$ cat src/hdl/rfc_pkg.sv
`timescale 1ns / 1ps
// ----------------------------------------------------------------------------
// rfc_pkg
// Types, constants and the byte-wide CRC step shared by the frame checker.
// ----------------------------------------------------------------------------
package rfc_pkg;

    localparam logic [7:0]  MAGIC_FIRST  = 8'h42;
    localparam logic [7:0]  MAGIC_SECOND = 8'h4C;
    localparam logic [15:0] CRC_POLY     = 16'h1021;
    localparam logic [15:0] CRC_INIT     = 16'hFFFF;
    localparam logic [7:0]  HEADER_BYTES = 8'd8;
    localparam logic [8:0]  MIN_FRAME    = 9'd10;   // header plus two CRC bytes
    localparam logic [8:0]  FULL_COUNT   = 9'd256;  // total reported once saturated

    // register indexes on the configuration port
    localparam int CFG_IDX_W = 3;
    localparam logic [CFG_IDX_W-1:0] CFG_PROTOCOL_VERSION = 3'd0;
    localparam logic [CFG_IDX_W-1:0] CFG_TYPE_LOWEST      = 3'd1;
    localparam logic [CFG_IDX_W-1:0] CFG_TYPE_HIGHEST     = 3'd2;
    localparam logic [CFG_IDX_W-1:0] CFG_SOURCE_FIRST     = 3'd3;
    localparam logic [CFG_IDX_W-1:0] CFG_SOURCE_SECOND    = 3'd4;
    localparam logic [CFG_IDX_W-1:0] CFG_MAX_PAYLOAD      = 3'd5;

    localparam int OUT_DATA_W = 64;

    typedef enum logic [3:0] {
        ERR_NONE         = 4'd0,
        ERR_SHORT        = 4'd1,
        ERR_MAGIC        = 4'd2,
        ERR_VERSION      = 4'd3,
        ERR_TYPE         = 4'd4,
        ERR_SOURCE       = 4'd5,
        ERR_PAYLOAD_LONG = 4'd6,
        ERR_LENGTH       = 4'd7,
        ERR_CRC          = 4'd8
    } err_code_t;

    // one classified byte, front to back
    typedef struct packed {
        logic [7:0]  data;
        logic        feed_crc;     // byte goes into the running CRC
        logic        emit;         // pass on as a payload item
        logic [7:0]  index;        // payload position
        logic        is_end;       // verdict item
        err_code_t   code;         // verdict before the CRC compare
        logic [7:0]  crc_low;      // received CRC low byte
        logic [7:0]  frame_type;
        logic [7:0]  frame_source;
        logic [15:0] sequence_no;
        logic [7:0]  length;
    } entry_t;

    function automatic logic [15:0] crc_byte(input logic [15:0] crc_in,
                                             input logic [7:0]  b);
        logic [15:0] c;
        c = crc_in ^ {b, 8'h00};
        for (int k = 0; k < 8; k++)
        begin
            c = c[15] ? ({c[14:0], 1'b0} ^ CRC_POLY) : {c[14:0], 1'b0};
        end
        return c;
    endfunction

endpackage

$ cat src/hdl/radio_frame_checker_core.sv
`timescale 1ns / 1ps
// ----------------------------------------------------------------------------
// radio_frame_checker_core
// Byte-stream radio frame checker: header checks, payload pass-through and a
// CRC-16/CCITT-FALSE verdict on the end byte.
// ----------------------------------------------------------------------------
//  channel  | dir | handshake        | content
//  s_*      | in  | tvalid/tready    | tdata[7:0] rx_byte, tlast end_of_frame
//  m_*      | out | tvalid/tready    | tuser is_verdict, tdata result fields
//  cfg_*    | in  | cfg_we           | cfg_index register, cfg_data value
//
// One byte a cycle while the queue is not full; the front classifies accepted
// bytes into the queue, then the back CRC step registers the output item.
// The CRC byte step in the back end is the per-cycle limit.
// Reset clears frame state, the queue and the output; registers take defaults.
// A stalled output fills the queue; s_tready drops only once it is full.
// ----------------------------------------------------------------------------
module radio_frame_checker_core
#(
    parameter int QUEUE_DEPTH = 4
)
(
    input  logic                           clk,
    input  logic                           rst_n,
    input  logic                           cfg_we,
    input  logic [rfc_pkg::CFG_IDX_W-1:0]  cfg_index,
    input  logic [7:0]                     cfg_data,
    input  logic                           s_tvalid,
    output logic                           s_tready,
    input  logic [7:0]                     s_tdata,   // [7:0] rx_byte
    input  logic                           s_tlast,
    output logic                           m_tvalid,
    input  logic                           m_tready,
    // [7:0] payload_byte, [15:8] payload_index, [16] frame_ok,
    // [20:17] error_code, [28:21] frame_type, [36:29] frame_source,
    // [52:37] sequence_res, [60:53] frame_length, [63:61] zero
    output logic [rfc_pkg::OUT_DATA_W-1:0] m_tdata,
    output logic                           m_tuser    // [0] is_verdict
);

    logic            q_full, q_push, q_pop, q_valid;
    rfc_pkg::entry_t push_entry, pop_entry;

    rfc_front u_front
    (
        .clk        (clk),
        .rst_n      (rst_n),
        .cfg_we     (cfg_we),
        .cfg_index  (cfg_index),
        .cfg_data   (cfg_data),
        .s_tvalid   (s_tvalid),
        .s_tready   (s_tready),
        .s_tdata    (s_tdata),
        .s_tlast    (s_tlast),
        .q_full     (q_full),
        .push       (q_push),
        .push_entry (push_entry)
    );

    rfc_queue #(.DEPTH(QUEUE_DEPTH)) u_queue
    (
        .clk        (clk),
        .rst_n      (rst_n),
        .push       (q_push),
        .push_entry (push_entry),
        .full       (q_full),
        .pop        (q_pop),
        .valid      (q_valid),
        .pop_entry  (pop_entry)
    );

    rfc_back u_back
    (
        .clk        (clk),
        .rst_n      (rst_n),
        .q_valid    (q_valid),
        .q_entry    (pop_entry),
        .q_pop      (q_pop),
        .m_tvalid   (m_tvalid),
        .m_tready   (m_tready),
        .m_tdata    (m_tdata),
        .m_tuser    (m_tuser)
    );

endmodule

$ cat src/hdl/rfc_front.sv
`timescale 1ns / 1ps
// ----------------------------------------------------------------------------
// rfc_front
// Takes frame bytes, tracks position and header checks, classifies each byte.
// ----------------------------------------------------------------------------
module rfc_front
(
    input  logic                          clk,
    input  logic                          rst_n,
    input  logic                          cfg_we,
    input  logic [rfc_pkg::CFG_IDX_W-1:0] cfg_index,
    input  logic [7:0]                    cfg_data,
    input  logic                          s_tvalid,
    output logic                          s_tready,
    input  logic [7:0]                    s_tdata,
    input  logic                          s_tlast,
    input  logic                          q_full,
    output logic                          push,
    output rfc_pkg::entry_t               push_entry
);

    logic [7:0] version_reg, type_lo_reg, type_hi_reg;
    logic [7:0] src_a_reg, src_b_reg, max_pay_reg;

    logic [7:0]         pos_reg, pos_next;
    logic               ovf_reg, ovf_next;
    rfc_pkg::err_code_t herr_reg, herr_next;
    logic [7:0]         type_reg, type_next;
    logic [7:0]         src_reg, src_next;
    logic [15:0]        seq_reg, seq_next;
    logic [7:0]         len_reg, len_next;
    logic [7:0]         crcl_reg, crcl_next;

    logic       accept;
    logic [8:0] crc_start;
    logic [8:0] total;
    logic       feed;
    logic       emit;

    assign s_tready = !q_full;
    assign accept   = s_tvalid && s_tready;

    always_ff @(posedge clk or negedge rst_n)
    begin
        if (!rst_n)
        begin
            version_reg <= 8'd1;
            type_lo_reg <= 8'd0;
            type_hi_reg <= 8'd5;
            src_a_reg   <= 8'd0;
            src_b_reg   <= 8'd1;
            max_pay_reg <= 8'd64;
        end
        else if (cfg_we)
        begin
            unique case (cfg_index)
                rfc_pkg::CFG_PROTOCOL_VERSION: version_reg <= cfg_data;
                rfc_pkg::CFG_TYPE_LOWEST:      type_lo_reg <= cfg_data;
                rfc_pkg::CFG_TYPE_HIGHEST:     type_hi_reg <= cfg_data;
                rfc_pkg::CFG_SOURCE_FIRST:     src_a_reg   <= cfg_data;
                rfc_pkg::CFG_SOURCE_SECOND:    src_b_reg   <= cfg_data;
                rfc_pkg::CFG_MAX_PAYLOAD:      max_pay_reg <= cfg_data;
                default: ;
            endcase
        end
    end

    always_comb
    begin
        pos_next   = pos_reg;
        ovf_next   = ovf_reg;
        herr_next  = herr_reg;
        type_next  = type_reg;
        src_next   = src_reg;
        seq_next   = seq_reg;
        len_next   = len_reg;
        crcl_next  = crcl_reg;
        feed       = 1'b0;
        emit       = 1'b0;
        total      = 9'd0;
        crc_start  = {1'b0, rfc_pkg::HEADER_BYTES} + {1'b0, len_reg};
        push_entry = '0;

        if (accept)
        begin
            if (pos_reg == 8'hFF)
            begin
                ovf_next = 1'b1;
            end
            else
            begin
                // only the first error of the header is kept
                unique case (pos_reg)
                    8'd0:
                    begin
                        if (s_tdata != rfc_pkg::MAGIC_FIRST && herr_next == rfc_pkg::ERR_NONE)
                            herr_next = rfc_pkg::ERR_MAGIC;
                    end
                    8'd1:
                    begin
                        if (s_tdata != rfc_pkg::MAGIC_SECOND && herr_next == rfc_pkg::ERR_NONE)
                            herr_next = rfc_pkg::ERR_MAGIC;
                    end
                    8'd2:
                    begin
                        if (s_tdata != version_reg && herr_next == rfc_pkg::ERR_NONE)
                            herr_next = rfc_pkg::ERR_VERSION;
                    end
                    8'd3:
                    begin
                        type_next = s_tdata;
                        if ((s_tdata < type_lo_reg || s_tdata > type_hi_reg)
                            && herr_next == rfc_pkg::ERR_NONE)
                            herr_next = rfc_pkg::ERR_TYPE;
                    end
                    8'd4:
                    begin
                        src_next = s_tdata;
                        if (s_tdata != src_a_reg && s_tdata != src_b_reg
                            && herr_next == rfc_pkg::ERR_NONE)
                            herr_next = rfc_pkg::ERR_SOURCE;
                    end
                    8'd5: seq_next[7:0]  = s_tdata;
                    8'd6: seq_next[15:8] = s_tdata;
                    8'd7:
                    begin
                        len_next = s_tdata;
                        if (s_tdata > max_pay_reg && herr_next == rfc_pkg::ERR_NONE)
                            herr_next = rfc_pkg::ERR_PAYLOAD_LONG;
                    end
                    default: ;
                endcase

                // header is always below crc_start, so one compare covers both
                feed = ({1'b0, pos_reg} < crc_start);
                emit = feed && (pos_reg >= rfc_pkg::HEADER_BYTES) && !s_tlast;
                if (!feed && ({1'b0, pos_reg} == crc_start))
                    crcl_next = s_tdata;
                pos_next = pos_reg + 8'd1;
            end

            push_entry.data     = s_tdata;
            push_entry.feed_crc = feed;
            push_entry.emit     = emit;
            push_entry.index    = pos_reg - rfc_pkg::HEADER_BYTES;
            push_entry.is_end   = s_tlast;

            if (s_tlast)
            begin
                total = ovf_next ? rfc_pkg::FULL_COUNT : {1'b0, pos_next};
                priority if (total < rfc_pkg::MIN_FRAME)
                    push_entry.code = rfc_pkg::ERR_SHORT;
                else if (herr_next != rfc_pkg::ERR_NONE)
                    push_entry.code = herr_next;
                else if (ovf_next || total != rfc_pkg::MIN_FRAME + {1'b0, len_next})
                    push_entry.code = rfc_pkg::ERR_LENGTH;
                else
                    push_entry.code = rfc_pkg::ERR_NONE;
                push_entry.index        = 8'd0;
                push_entry.crc_low      = crcl_next;
                push_entry.frame_type   = type_next;
                push_entry.frame_source = src_next;
                push_entry.sequence_no  = seq_next;
                push_entry.length       = len_next;

                pos_next  = 8'd0;
                ovf_next  = 1'b0;
                herr_next = rfc_pkg::ERR_NONE;
                type_next = 8'd0;
                src_next  = 8'd0;
                seq_next  = 16'd0;
                len_next  = 8'd0;
                crcl_next = 8'd0;
            end
        end
    end

    // saturated bytes that do not end the frame leave nothing for the back end
    assign push = accept && (feed || s_tlast);

    always_ff @(posedge clk or negedge rst_n)
    begin
        if (!rst_n)
        begin
            pos_reg  <= 8'd0;
            ovf_reg  <= 1'b0;
            herr_reg <= rfc_pkg::ERR_NONE;
            type_reg <= 8'd0;
            src_reg  <= 8'd0;
            seq_reg  <= 16'd0;
            len_reg  <= 8'd0;
            crcl_reg <= 8'd0;
        end
        else
        begin
            pos_reg  <= pos_next;
            ovf_reg  <= ovf_next;
            herr_reg <= herr_next;
            type_reg <= type_next;
            src_reg  <= src_next;
            seq_reg  <= seq_next;
            len_reg  <= len_next;
            crcl_reg <= crcl_next;
        end
    end

endmodule

$ cat src/hdl/rfc_queue.sv
`timescale 1ns / 1ps
// ----------------------------------------------------------------------------
// rfc_queue
// Small register FIFO of classified bytes between front and back.
// ----------------------------------------------------------------------------
module rfc_queue
#(
    parameter int DEPTH = 4
)
(
    input  logic            clk,
    input  logic            rst_n,
    input  logic            push,
    input  rfc_pkg::entry_t push_entry,
    output logic            full,
    input  logic            pop,
    output logic            valid,
    output rfc_pkg::entry_t pop_entry
);

    localparam int PTR_W = (DEPTH > 1) ? $clog2(DEPTH) : 1;
    localparam int CNT_W = $clog2(DEPTH + 1);
    localparam logic [PTR_W-1:0] LAST_PTR = PTR_W'(DEPTH - 1);
    localparam logic [CNT_W-1:0] FULL_CNT = CNT_W'(DEPTH);

    rfc_pkg::entry_t  mem_reg [DEPTH];
    logic [PTR_W-1:0] wr_ptr_reg, wr_ptr_next;
    logic [PTR_W-1:0] rd_ptr_reg, rd_ptr_next;
    logic [CNT_W-1:0] cnt_reg, cnt_next;
    logic             do_push, do_pop;

    assign full      = (cnt_reg == FULL_CNT);
    assign valid     = (cnt_reg != '0);
    assign pop_entry = mem_reg[rd_ptr_reg];
    assign do_push   = push && !full;
    assign do_pop    = pop && valid;

    always_comb
    begin
        wr_ptr_next = wr_ptr_reg;
        rd_ptr_next = rd_ptr_reg;
        cnt_next    = cnt_reg;
        if (do_push)
            wr_ptr_next = (wr_ptr_reg == LAST_PTR) ? '0 : wr_ptr_reg + PTR_W'(1);
        if (do_pop)
            rd_ptr_next = (rd_ptr_reg == LAST_PTR) ? '0 : rd_ptr_reg + PTR_W'(1);
        if (do_push && !do_pop)
            cnt_next = cnt_reg + CNT_W'(1);
        else if (do_pop && !do_push)
            cnt_next = cnt_reg - CNT_W'(1);
    end

    always_ff @(posedge clk or negedge rst_n)
    begin
        if (!rst_n)
        begin
            wr_ptr_reg <= '0;
            rd_ptr_reg <= '0;
            cnt_reg    <= '0;
        end
        else
        begin
            wr_ptr_reg <= wr_ptr_next;
            rd_ptr_reg <= rd_ptr_next;
            cnt_reg    <= cnt_next;
        end
    end

    always_ff @(posedge clk)
    begin
        if (do_push)
            mem_reg[wr_ptr_reg] <= push_entry;
    end

endmodule

$ cat src/hdl/rfc_back.sv
`timescale 1ns / 1ps
// ----------------------------------------------------------------------------
// rfc_back
// Runs the CRC over queued bytes, settles the verdict, holds the output item.
// ----------------------------------------------------------------------------
module rfc_back
(
    input  logic                           clk,
    input  logic                           rst_n,
    input  logic                           q_valid,
    input  rfc_pkg::entry_t                q_entry,
    output logic                           q_pop,
    output logic                           m_tvalid,
    input  logic                           m_tready,
    output logic [rfc_pkg::OUT_DATA_W-1:0] m_tdata,
    output logic                           m_tuser
);

    logic [15:0]                    crc_reg, crc_next;
    logic                           out_valid_reg, out_valid_next;
    logic [rfc_pkg::OUT_DATA_W-1:0] out_data_reg, out_data_next;
    logic                           out_user_reg, out_user_next;

    logic [15:0]        crc_after;
    logic               produces;
    rfc_pkg::err_code_t code;

    assign crc_after = q_entry.feed_crc ? rfc_pkg::crc_byte(crc_reg, q_entry.data) : crc_reg;
    assign produces  = q_entry.emit || q_entry.is_end;
    assign q_pop     = q_valid && (!produces || !out_valid_reg || m_tready);

    always_comb
    begin
        code = q_entry.code;
        if (code == rfc_pkg::ERR_NONE && crc_after != {q_entry.data, q_entry.crc_low})
            code = rfc_pkg::ERR_CRC;
    end

    always_comb
    begin
        crc_next       = crc_reg;
        out_valid_next = out_valid_reg && !m_tready;
        out_data_next  = out_data_reg;
        out_user_next  = out_user_reg;
        if (q_pop)
        begin
            crc_next = q_entry.is_end ? rfc_pkg::CRC_INIT : crc_after;
            if (q_entry.is_end)
            begin
                out_valid_next = 1'b1;
                out_user_next  = 1'b1;
                out_data_next  = {3'b000, q_entry.length, q_entry.sequence_no,
                                  q_entry.frame_source, q_entry.frame_type,
                                  code, (code == rfc_pkg::ERR_NONE), 8'd0, 8'd0};
            end
            else if (q_entry.emit)
            begin
                out_valid_next = 1'b1;
                out_user_next  = 1'b0;
                out_data_next  = {48'd0, q_entry.index, q_entry.data};
            end
        end
    end

    always_ff @(posedge clk or negedge rst_n)
    begin
        if (!rst_n)
        begin
            crc_reg       <= rfc_pkg::CRC_INIT;
            out_valid_reg <= 1'b0;
        end
        else
        begin
            crc_reg       <= crc_next;
            out_valid_reg <= out_valid_next;
        end
    end

    always_ff @(posedge clk)
    begin
        out_data_reg <= out_data_next;
        out_user_reg <= out_user_next;
    end

    assign m_tvalid = out_valid_reg;
    assign m_tdata  = out_data_reg;
    assign m_tuser  = out_user_reg;

    a_ok_matches_code: assert property (@(posedge clk) disable iff (!rst_n)
        out_valid_reg && out_user_reg |-> out_data_reg[16] == (out_data_reg[20:17] == 4'd0))
        else $error("frame_ok disagrees with error code");

    a_payload_clean: assert property (@(posedge clk) disable iff (!rst_n)
        out_valid_reg && !out_user_reg |-> out_data_reg[63:16] == 48'd0)
        else $error("payload item carries verdict fields");

    a_pop_nonempty: assert property (@(posedge clk) disable iff (!rst_n)
        q_pop |-> q_valid)
        else $error("pop from empty queue");

    a_crc_restart: assert property (@(posedge clk) disable iff (!rst_n)
        q_pop && q_entry.is_end |=> crc_reg == rfc_pkg::CRC_INIT)
        else $error("CRC not restarted after verdict");

endmodule

$ cat config.mk
export PLATFORM = sky130hd
export DESIGN_NAME = radio_frame_checker_core
export DESIGN_NICKNAME = d
export VERILOG_FILES = /design/src/hdl/rfc_pkg.sv /design/src/hdl/radio_frame_checker_core.sv /design/src/hdl/rfc_front.sv /design/src/hdl/rfc_queue.sv /design/src/hdl/rfc_back.sv
export SDC_FILE = /design/constraint.sdc
export NUM_CORES = 1
export LEC_CHECK = 0
export ABC_AREA = 1
export BUFFER_PORTS_ARGS = -buffer_cell sky130_fd_sc_hd__buf_2
export CAP_MARGIN = 20
export CORE_MARGIN = 1
export CORE_UTILIZATION = 60
export DETAILED_ROUTE_END_ITERATION = 7
export PLACE_DENSITY = 0.75
export RECOVER_POWER = 100
export SKIP_LAST_GASP = 1
export SLEW_MARGIN = 20
export SYNTH_ARGS = -nofsm -noshare
export SYNTH_HDL_FRONTEND = slang
export SYNTH_SLANG_ARGS = --single-unit
$ cat constraint.sdc
create_clock -name clk -period 6.8 [get_ports clk]
set_input_delay 0.68 -clock clk [delete_from_list [all_inputs] [get_ports clk]]
set_output_delay 0.68 -clock clk [all_outputs]
set_load 0.01 [all_outputs]
# Word level (Yosys, flattened, before mapping)
# Memory sizes are Yosys's and may differ from the RTL's.
# Cells that the tools add are included.
# totals
regBits	195
latchBits	0
mem_bits_rw	284
rom_bits	0
inputBits	25
out_inout_bits	67
mem_count	1
# memory_table
memory	words	width	read_ports	rd_clocked_by_memory_dff	wr	line_no	source
u_queue.mem_reg	4	71	1	0	1	rfc_queue.sv:26	rfc_pkg::entry_t mem_reg [DEPTH];
# op_classes
addsub	8
multipliers	0
div	0
order_cmp	6
eq_ne	24
shift	0
mux	66
n_bitwise	9
n_reduce_logical	49
# op_table
cell	count
$mux 8	19
$mux 61	2
$mux 13	8
$mux 71	1
$mux 16	4
$mux 52	1
$mux 4	12
$eq 8x3->1 const B	4
$ne 8x8->1	3
$not 3->3	8
$pmux 4 s6	1
$logic_and 1x1->1	19
$add 4x8->9 const A	2
$eq 8x2->1 const B	2
$gt 8x8->1	2
$ne 16x16->1	1
$ne 8x7->1 const B	2
$xor 16x16->16	1
$reduce_and 2->1	7
$logic_not 4->1	3
$mux 1	12
$eq 3x3->1 const B	3
$eq 8x9->1	1
$lt 8x9->1	1
other kinds (24)	43

# Depth between registers and ports, before layout
# Gate-level depths: netlist of run 1.
# An unclocked memory read counts as a cell.
# logic_depth
ltp_word	24
depth_mapped	21

# Cells and area by module
# A second synthesis of run 1 with hierarchy kept.
# unflattened
hier_cells	2377
area_unflattened_um2	23392.4
# by_module_without_submodules
mod	instances	cells_each	area_per_inst_um2
rfc_queue	1	888	12167.9
rfc_front	1	997	7135.6
rfc_back	1	492	4088.9

# Worst setup path before layout of run 1
# OpenSTA, ideal clock, no wires.
# synth_timing
path_type	reg2reg
from	register u_front.len_reg[3]
to	memory u_queue.mem_reg[0][0] (netlist bit), enable pin
arrival_ns	4.735
t_required_ns	6.300
slack_ns	1.565
stages_incl_launch_ff	13
path_buffers	0
cell_sequence	dfrtp_1 -> ha_1 -> inv_1 -> ha_1 -> a21oi_1 -> o21ai_0 -> nand2_1 -> nand2_1 -> a21oi_1 -> o21ai_0 -> nand2_1 -> inv_1 -> nor2_1
# synth_via
elab_chain_len	9
# synth_lines
item	line_no	source
from (decl)	rfc_front.sv:31	logic [7:0] len_reg, len_next;
from (signal assigned)	rfc_front.sv:202	len_reg <= len_next;
$add 4x8->9	rfc_front.sv:81	crc_start = {1'b0, rfc_pkg::HEADER_BYTES} + {1'b0, len_reg};
$lt 8x9->1	rfc_front.sv:135	feed = ({1'b0, pos_reg} < crc_start);
$mux 1	rfc_front.sv:86	if (pos_reg == 8'hFF)
$mux 1	rfc_front.sv:84	if (accept)
$logic_or 1x1->1	rfc_front.sv:179	assign push = accept && (feed || s_tlast);
$logic_and 1x1->1	rfc_front.sv:179	
$logic_and 1x1->1	rfc_queue.sv:35	assign do_push = push && !full;
named net u_queue.do_push	rfc_queue.sv:30	logic do_push, do_pop;
$mux 1	rfc_queue.sv:71	if (do_push)
$mux 1 (implied by the code)	rfc_queue.sv:72	mem_reg[wr_ptr_reg] <= push_entry;
to (decl)	rfc_queue.sv:26	
# The timed path passes the listed nets, and every way through them passes these cells.

==> results of run 1 <==
## synthesized netlist by cell type (all sizes together)
cell / n / area share
nand2: 458 / 0.081
edfxtp: 346 / 0.48
o21ai: 246 / 0.057
nor2: 240 / 0.043
inv: 215 / 0.038
dfrtp: 112 / 0.13
o22ai: 96 / 0.028
nand3: 81 / 0.020
clkbuf: 71 / 0.012
ha: 45 / 0.026
a21oi: 39 / 0.0091
buf: 28 / 0.0086
xor2: 26 / 0.011
dfstp: 21 / 0.026
nor3: 13 / 0.0030
xnor2: 12 / 0.0049
nand3b: 10 / 0.0035
nand4: 9 / 0.0026
a32oi: 7 / 0.0032
a32o: 4 / 0.0019
o21a: 3 / 0.0010
or2: 3 / 0.00087
a211oi: 2 / 0.00070
and2: 2 / 0.00058
clkinv: 2 / 0.00035
o2111ai: 2 / 0.00081
o21bai: 2 / 0.00087
a22oi: 1 / 0.00035
a31oi: 1 / 0.00029
conb: 1 / 0.00017
fa: 1 / 0.00093
mux2: 1 / 0.00052
nor3b: 1 / 0.00035
nor4: 1 / 0.00029
o211ai: 1 / 0.00035
o221ai: 1 / 0.00041
o31ai: 1 / 0.00035
xnor3: 1 / 0.0010
## path summary, 6_finish.rpt
path	from	endpoint	slack (ns)
min reg2reg	u_front.seq_reg[9]	u_front.seq_reg[9]	0.49
max in group asynchronous	rst_n	u_front.type_hi_reg[1]	2.05
max	u_queue.cnt_reg[0]	u_queue.mem_reg[0][60]	1.35
max reg2reg	u_queue.cnt_reg[0]	u_queue.mem_reg[0][60]	1.35
min	m_tready	u_back.m_tvalid	0.35
min in group asynchronous	rst_n	u_queue.rd_ptr_reg[1]	1.42
## layout make-up
type | count | share of cell area
Clock buffer | 70 | 0.05785
Sequential cell | 479 | 0.5779
Timing Repair Buffer | 106 | 0.02056
Tap cell | 461 | 0.02424
Clock inverter | 21 | 0.008730
Multi-Input combinational cell | 1313 | 0.2764
Inverter | 217 | 0.03434
## cell usage in the layout (no fill, tap or decap), drive strengths merged, types with 4 or more instances in the layout
cell    count
nor2      240
nand3      81
o22ai      96
a21oi      39
edfxtp    346
a32oi       7
dfrtp     112
nand4       9
o21ai     246
nand2     458
xnor2      12
clkbuf    146
buf        30
nand3b     10
nor3       13
a32o        4
dfstp      21
xor2       26
inv       217
ha         45
clkinv     16
## routing by layer
metal / up-vias / track usage / share of wire
met1: 7401 / 0.3595 / 0.42
met5: - / 0 / 0
met4: 0 / 0.1016 / 0.029
met2: 552 / 0.4507 / 0.48
met3: 108 / 0.04994 / 0.074
li1: 7271 / - / -
## power breakdown
| part | internal, W | switching (W) | leakage (nW) |
|---|---|---|---|
| clock network | 0.00153 | 0.00110 | 0.770 |
| logic | 0.00116 | 0.00287 | 4.15 |
| registers | 0.00428 | 0.000335 | 5.02 |
| total | 0.00697 | 0.00430 | 9.94 |
## logic make-up (layout without fill, tap and decap cells)
group | Yosys count | count (layout)
XOR/XNOR | 39 | 39
buffers and inverters | 316 | 414
multiplexers | 1 | 1
other | 1 | 3
flip-flops | 479 | 479
adder cells (fa/ha/maj) | 46 | 46
AND/OR/NAND/NOR | 818 | 818
AO/OA/AOI/OAI | 406 | 406
## per-stage QoR
step           total power (W)  area (um2)
4_1_cts                0.01132       23910
2_1_floorplan         0.007489       21560
3_5_place_dp          0.008695       22330
5_1_grt                0.01201       23790
3_3_place_gp          0.008561       22330
6_report               0.01127       23790
## worst max-delay path, delay by kind of cell, from the launching register on
family / cells / cell delay [ns]
AND/OR/NAND/NOR: 5 / 1.83
buffers and inverters: 4 / 2.97
flip-flops: 1 / 0.41
==> impl_metrics.tcl, run 1 <==
set metrics [dict create \
    clkTransAtPathRegs_ns 0.06 \
    hold_viol_final 0 \
    nNetsFinal 2237 \
    seq_area_frac_synth 0.6377 \
    synth_area_per_cell_um2 10.23 \
    crit_required_ns 7.18 \
    tightest_slew_ns 3.838 \
    max_slew_margin -1.559 \
    numCtsBuffers 49 \
    setup_violations 0 \
    grt_pass1_wl_mm 76.41 \
    largest_reg_flops 284 \
    worst-setup-path-type "flip-flop to flip-flop" \
    routed-via-count 15332 \
    path_cells "nor2_1, nand2_1, nand2_1, clkbuf_1, clkinv_1, clkbuf_1, nand2_1, buf_4, nor2_1" \
    violations "capacitance limit, slew limit" \
    cp_max_fo 42 \
    critPathSlowestCell "clkbuf_1" \
    wl_per_cell_um 18.26 \
    htreeDepth 2 \
    clock-root-buffer "clkbuf_16" \
    holdPathStages 2 \
    grt_max_degree 83 \
    row_count 69 \
    fillers 2652 \
    tritoncts "yes" \
    first_iter_violations 1265 \
    antenna_cells 0 \
    antenna_found_initial 0 \
    skew_ns 0.02039 \
    gp_congestion 0.9084 \
    worst_slack_ns 1.351 \
    cts_resized 0 \
    finalCoreUtilization 0.6705 \
    whs_ns 0.3544 \
    cts_buffer_depth 3 \
    layout-drive-gt1-share 0.07117 \
    pwr_density_cell_nw_per_um2 473.6 \
    clock_sinks 479 \
    synth_cells 2106 \
    cpPeakStageDelay_ns 1.54 \
    initial_core_util 0.6075 \
    yosys_warnings 0 \
    firstDrtPassIters 5 \
    routed_via_density 5.749 \
    pre_cts_ws_ns 2.144 \
    instances_no_fill 2667 \
    path_common_cell "nand2_1" \
    hold_path.class "input pin to flip-flop" \
    start_kind "flip-flop" \
    dpl.cell_count 2573 \
    power_leakage_nw 9.940 \
    core_area_um2 35480 \
    synthDistinctLibCells 55 \
    seq_area_um2 13750 \
    wirelength_mm 48.69 \
    synth_xor_area_frac 0.01649 \
    fp.dieW_um 191.5 \
    drc 0 \
    ys_ff_latch 479 \
    portBuffers 88 \
    place_hpwl_mm 29.07 \
    yosys.area_share.simple 0.1546 \
    grtUsageTotal 0.2724 \
    rsz0062_at_grt "false" \
    holdBufCountCts 0 \
    post_synth_fa_ha_maj_area_fraction 0.02705 \
    critPathCaptureType "flip-flop" \
    final.min_clock_period_ns 5.449 \
    cap_violations 8 \
    multi_input_area_um2 6575 \
    worstPathArrival_ns 5.83 \
    finalCritPeriodShare 0.8013 \
    num_io_pins 92 \
    grt_pass1_vias 14586 \
    synth_area_um2 21550 \
    dieHeight_um 191.5 \
    max_freq_ghz 0.1835 \
    die_area_um2 36690 \
    outcome "finished, violations left" \
    overflow 0 \
    peakVddDrop_v 0.0003078 \
    synthMuxAreaShare 0.0005224 \
    reg2reg_depth 9 \
    synth_top_family_by_area "simple AND/OR/NAND/NOR gates" \
    postRouteAntennaNets 0 \
    clock_latency_ns 0.59 \
    slew_viol_final 430 \
    synth_compound_area_frac 0.1046 \
    postCtsSetupBuffers 0 \
    area_delta_synth_final_pct 10.38 \
    fin_setup_tns_ns 0 \
]
Power figures use the tool's default switching activity.
==> run 2, diff against run 1 <==
- CORE_UTILIZATION: 60 -> 56
- PLACE_DENSITY: 0.75 -> 0.73
- clock period: 6.8 -> 5 ns (I/O delays scaled with it)
==> impl_metrics.tcl, run 2 (synthesis results as in run 1) <==
set metrics [dict create \
    outcome "finished, violations left" \
    violations "capacitance limit, slew limit" \
    rsz0062_at_grt "false" \
    routed-via-count 15300 \
    gp_congestion 0.9072 \
    pre_cts_ws_ns 1.125 \
    grt_max_degree 95 \
    nNetsFinal 2239 \
    clock-root-buffer "clkbuf_16" \
    grt_pass1_wl_mm 76.80 \
    setup_violations 0 \
    peakVddDrop_v 0.0003991 \
    final.min_clock_period_ns 4.355 \
    slew_viol_final 164 \
    r2r_start "u_front.pos_reg[0]" \
    seq_area_um2 13750 \
    first_iter_violations 1184 \
    routed_via_density 5.627 \
    critPathCaptureType "flip-flop" \
    hp-start "m_tready" \
    worst_slack_ns 0.6454 \
    pwr_density_cell_nw_per_um2 648.2 \
    start_kind "flip-flop" \
    clkTransAtPathRegs_ns 0.06 \
    hold_viol_final 0 \
    row_count 71 \
    dieHeight_um 198.2 \
    power_leakage_nw 9.983 \
    firstDrtPassIters 6 \
    dr_wl_met2_mm 23.43 \
    reg2reg_setup_slack_ns 0.65 \
    area_delta_synth_final_pct 11.00 \
    overflow 0 \
    multi_input_area_um2 6528 \
    antenna_cells 0 \
    met1_length_mm 20.83 \
    cp_max_fo 71 \
    top_layer_used "met4" \
    hold_path.class "input pin to flip-flop" \
    portBuffers 88 \
    place_hpwl_mm 29.64 \
    wirelength_mm 48.92 \
    fin_setup_tns_ns 0 \
    final_area_um2 23930 \
    postRouteAntennaNets 0 \
    clock_latency_ns 0.59 \
    reg2reg_depth 12 \
    path_common_cell "nand2_1" \
    path_cells "ha_1, nand2_1, nor2_1, nand4_1, or2_0, nand2_1, inv_1, o21ai_0, nand2_1, inv_1, nor2_4, buf_2" \
    grt_pass1_vias 14480 \
    num_io_pins 92 \
    initial_core_util 0.5709 \
    postCtsSetupBuffers 0 \
    grtUsageTotal 0.2556 \
    clock_sinks 479 \
    die_area_um2 39280 \
    crit_required_ns 5.16 \
    drc 0 \
    whs_ns 0.1120 \
    max_freq_ghz 0.2296 \
    hold_end "u_back.m_tvalid" \
    largest_reg_flops 284 \
    wl_per_cell_um 17.99 \
    antenna_found_initial 1 \
    fillers 2942 \
    final_cell_mix "nand2_1 (454), edfxtp_1 (346), o21ai_0 (241)" \
    final_common_cell "nand2_1" \
    skew_ns 0.02140 \
    critPathSlowestCell "buf_2" \
    worstPathArrival_ns 4.51 \
    core_area_um2 37760 \
    layout-drive-gt1-share 0.06929 \
    dpl-instance-area_um2 22450 \
    cts_buffer_depth 3 \
    numCtsBuffers 49 \
    cap_violations 3 \
    holdPathStages 2 \
    tightest_slew_ns 3.547 \
    r2r_end "u_queue.mem_reg[2][17]" \
    met3_wirelength_mm 3.192 \
    tritoncts "yes" \
    max_slew_margin -1.365 \
    finalCritPeriodShare 0.8709 \
    cts_resized 0 \
    fp.dieW_um 198.2 \
    cpPeakStageDelay_ns 1.37 \
    holdBufCountCts 0 \
    htreeDepth 2 \
    worst-setup-path-type "flip-flop to flip-flop" \
]
[run 2: critical path, delay by kind of cell, from the launching register on]
| kind | cells | cell delay, ns |
|---|---|---|
| adders and majority gates | 1 | 0.28 |
| and+or+nand+nor | 7 | 1.14 |
| buffers and inverters | 3 | 1.66 |
| DFF | 1 | 0.47 |
| AOI/OAI and AO/OA | 1 | 0.24 |
[run 2: metrics by stage]
stage	std cells	power, W	util
after floorplan	2108	0.01018	-
after detailed placement	2628	0.01189	0.5947
final	2719	0.01551	0.6337
after global routing	2719	0.01651	0.6337
after global placement	2628	0.01171	0.5947
after CTS	2719	0.01569	0.6394
[run 2: layer usage]
metal	global-route usage	vias up
met1	0.3416	7342
met4	0.1025	0
li1	-	7272
met2	0.4221	585
met5	0	-
met3	0.03679	101
[run 2: worst max path at each step]
stage,from,slack (ns),depth (start not counted),endpoint
final,u_front.pos_reg[0],0.65,12,u_queue.mem_reg[2][17]
after global routing,u_front.pos_reg[0],0.35,12,u_queue.mem_reg[2][15]
after CTS,u_queue.rd_ptr_reg[0],1.10,18,u_back.m_tdata[20]
after detailed placement,u_queue.rd_ptr_reg[0],1.13,18,u_back.m_tdata[20]
after global placement,u_queue.rd_ptr_reg[0],1.20,18,u_back.m_tdata[20]
after floorplan,u_front.len_reg[3],-0.24,12,u_queue.mem_reg[0][0]
[run 2: layout make-up]
cell class | count | area share
multi-input cells | 1313 | 0.2728
repair buffers | 108 | 0.02113
inverters | 217 | 0.03415
flip-flops and latches | 479 | 0.5747
well taps | 511 | 0.02672
clock buffers | 68 | 0.05590
clock inverters | 23 | 0.01459
[run 2: where the power goes]
part | internal, W | switching, W | total, W
Clock | 0.00229 | 0.00151 | 0.00380
Sequential | 0.00581 | 0.000416 | 0.00623
Combinational | 0.00157 | 0.00392 | 0.00548
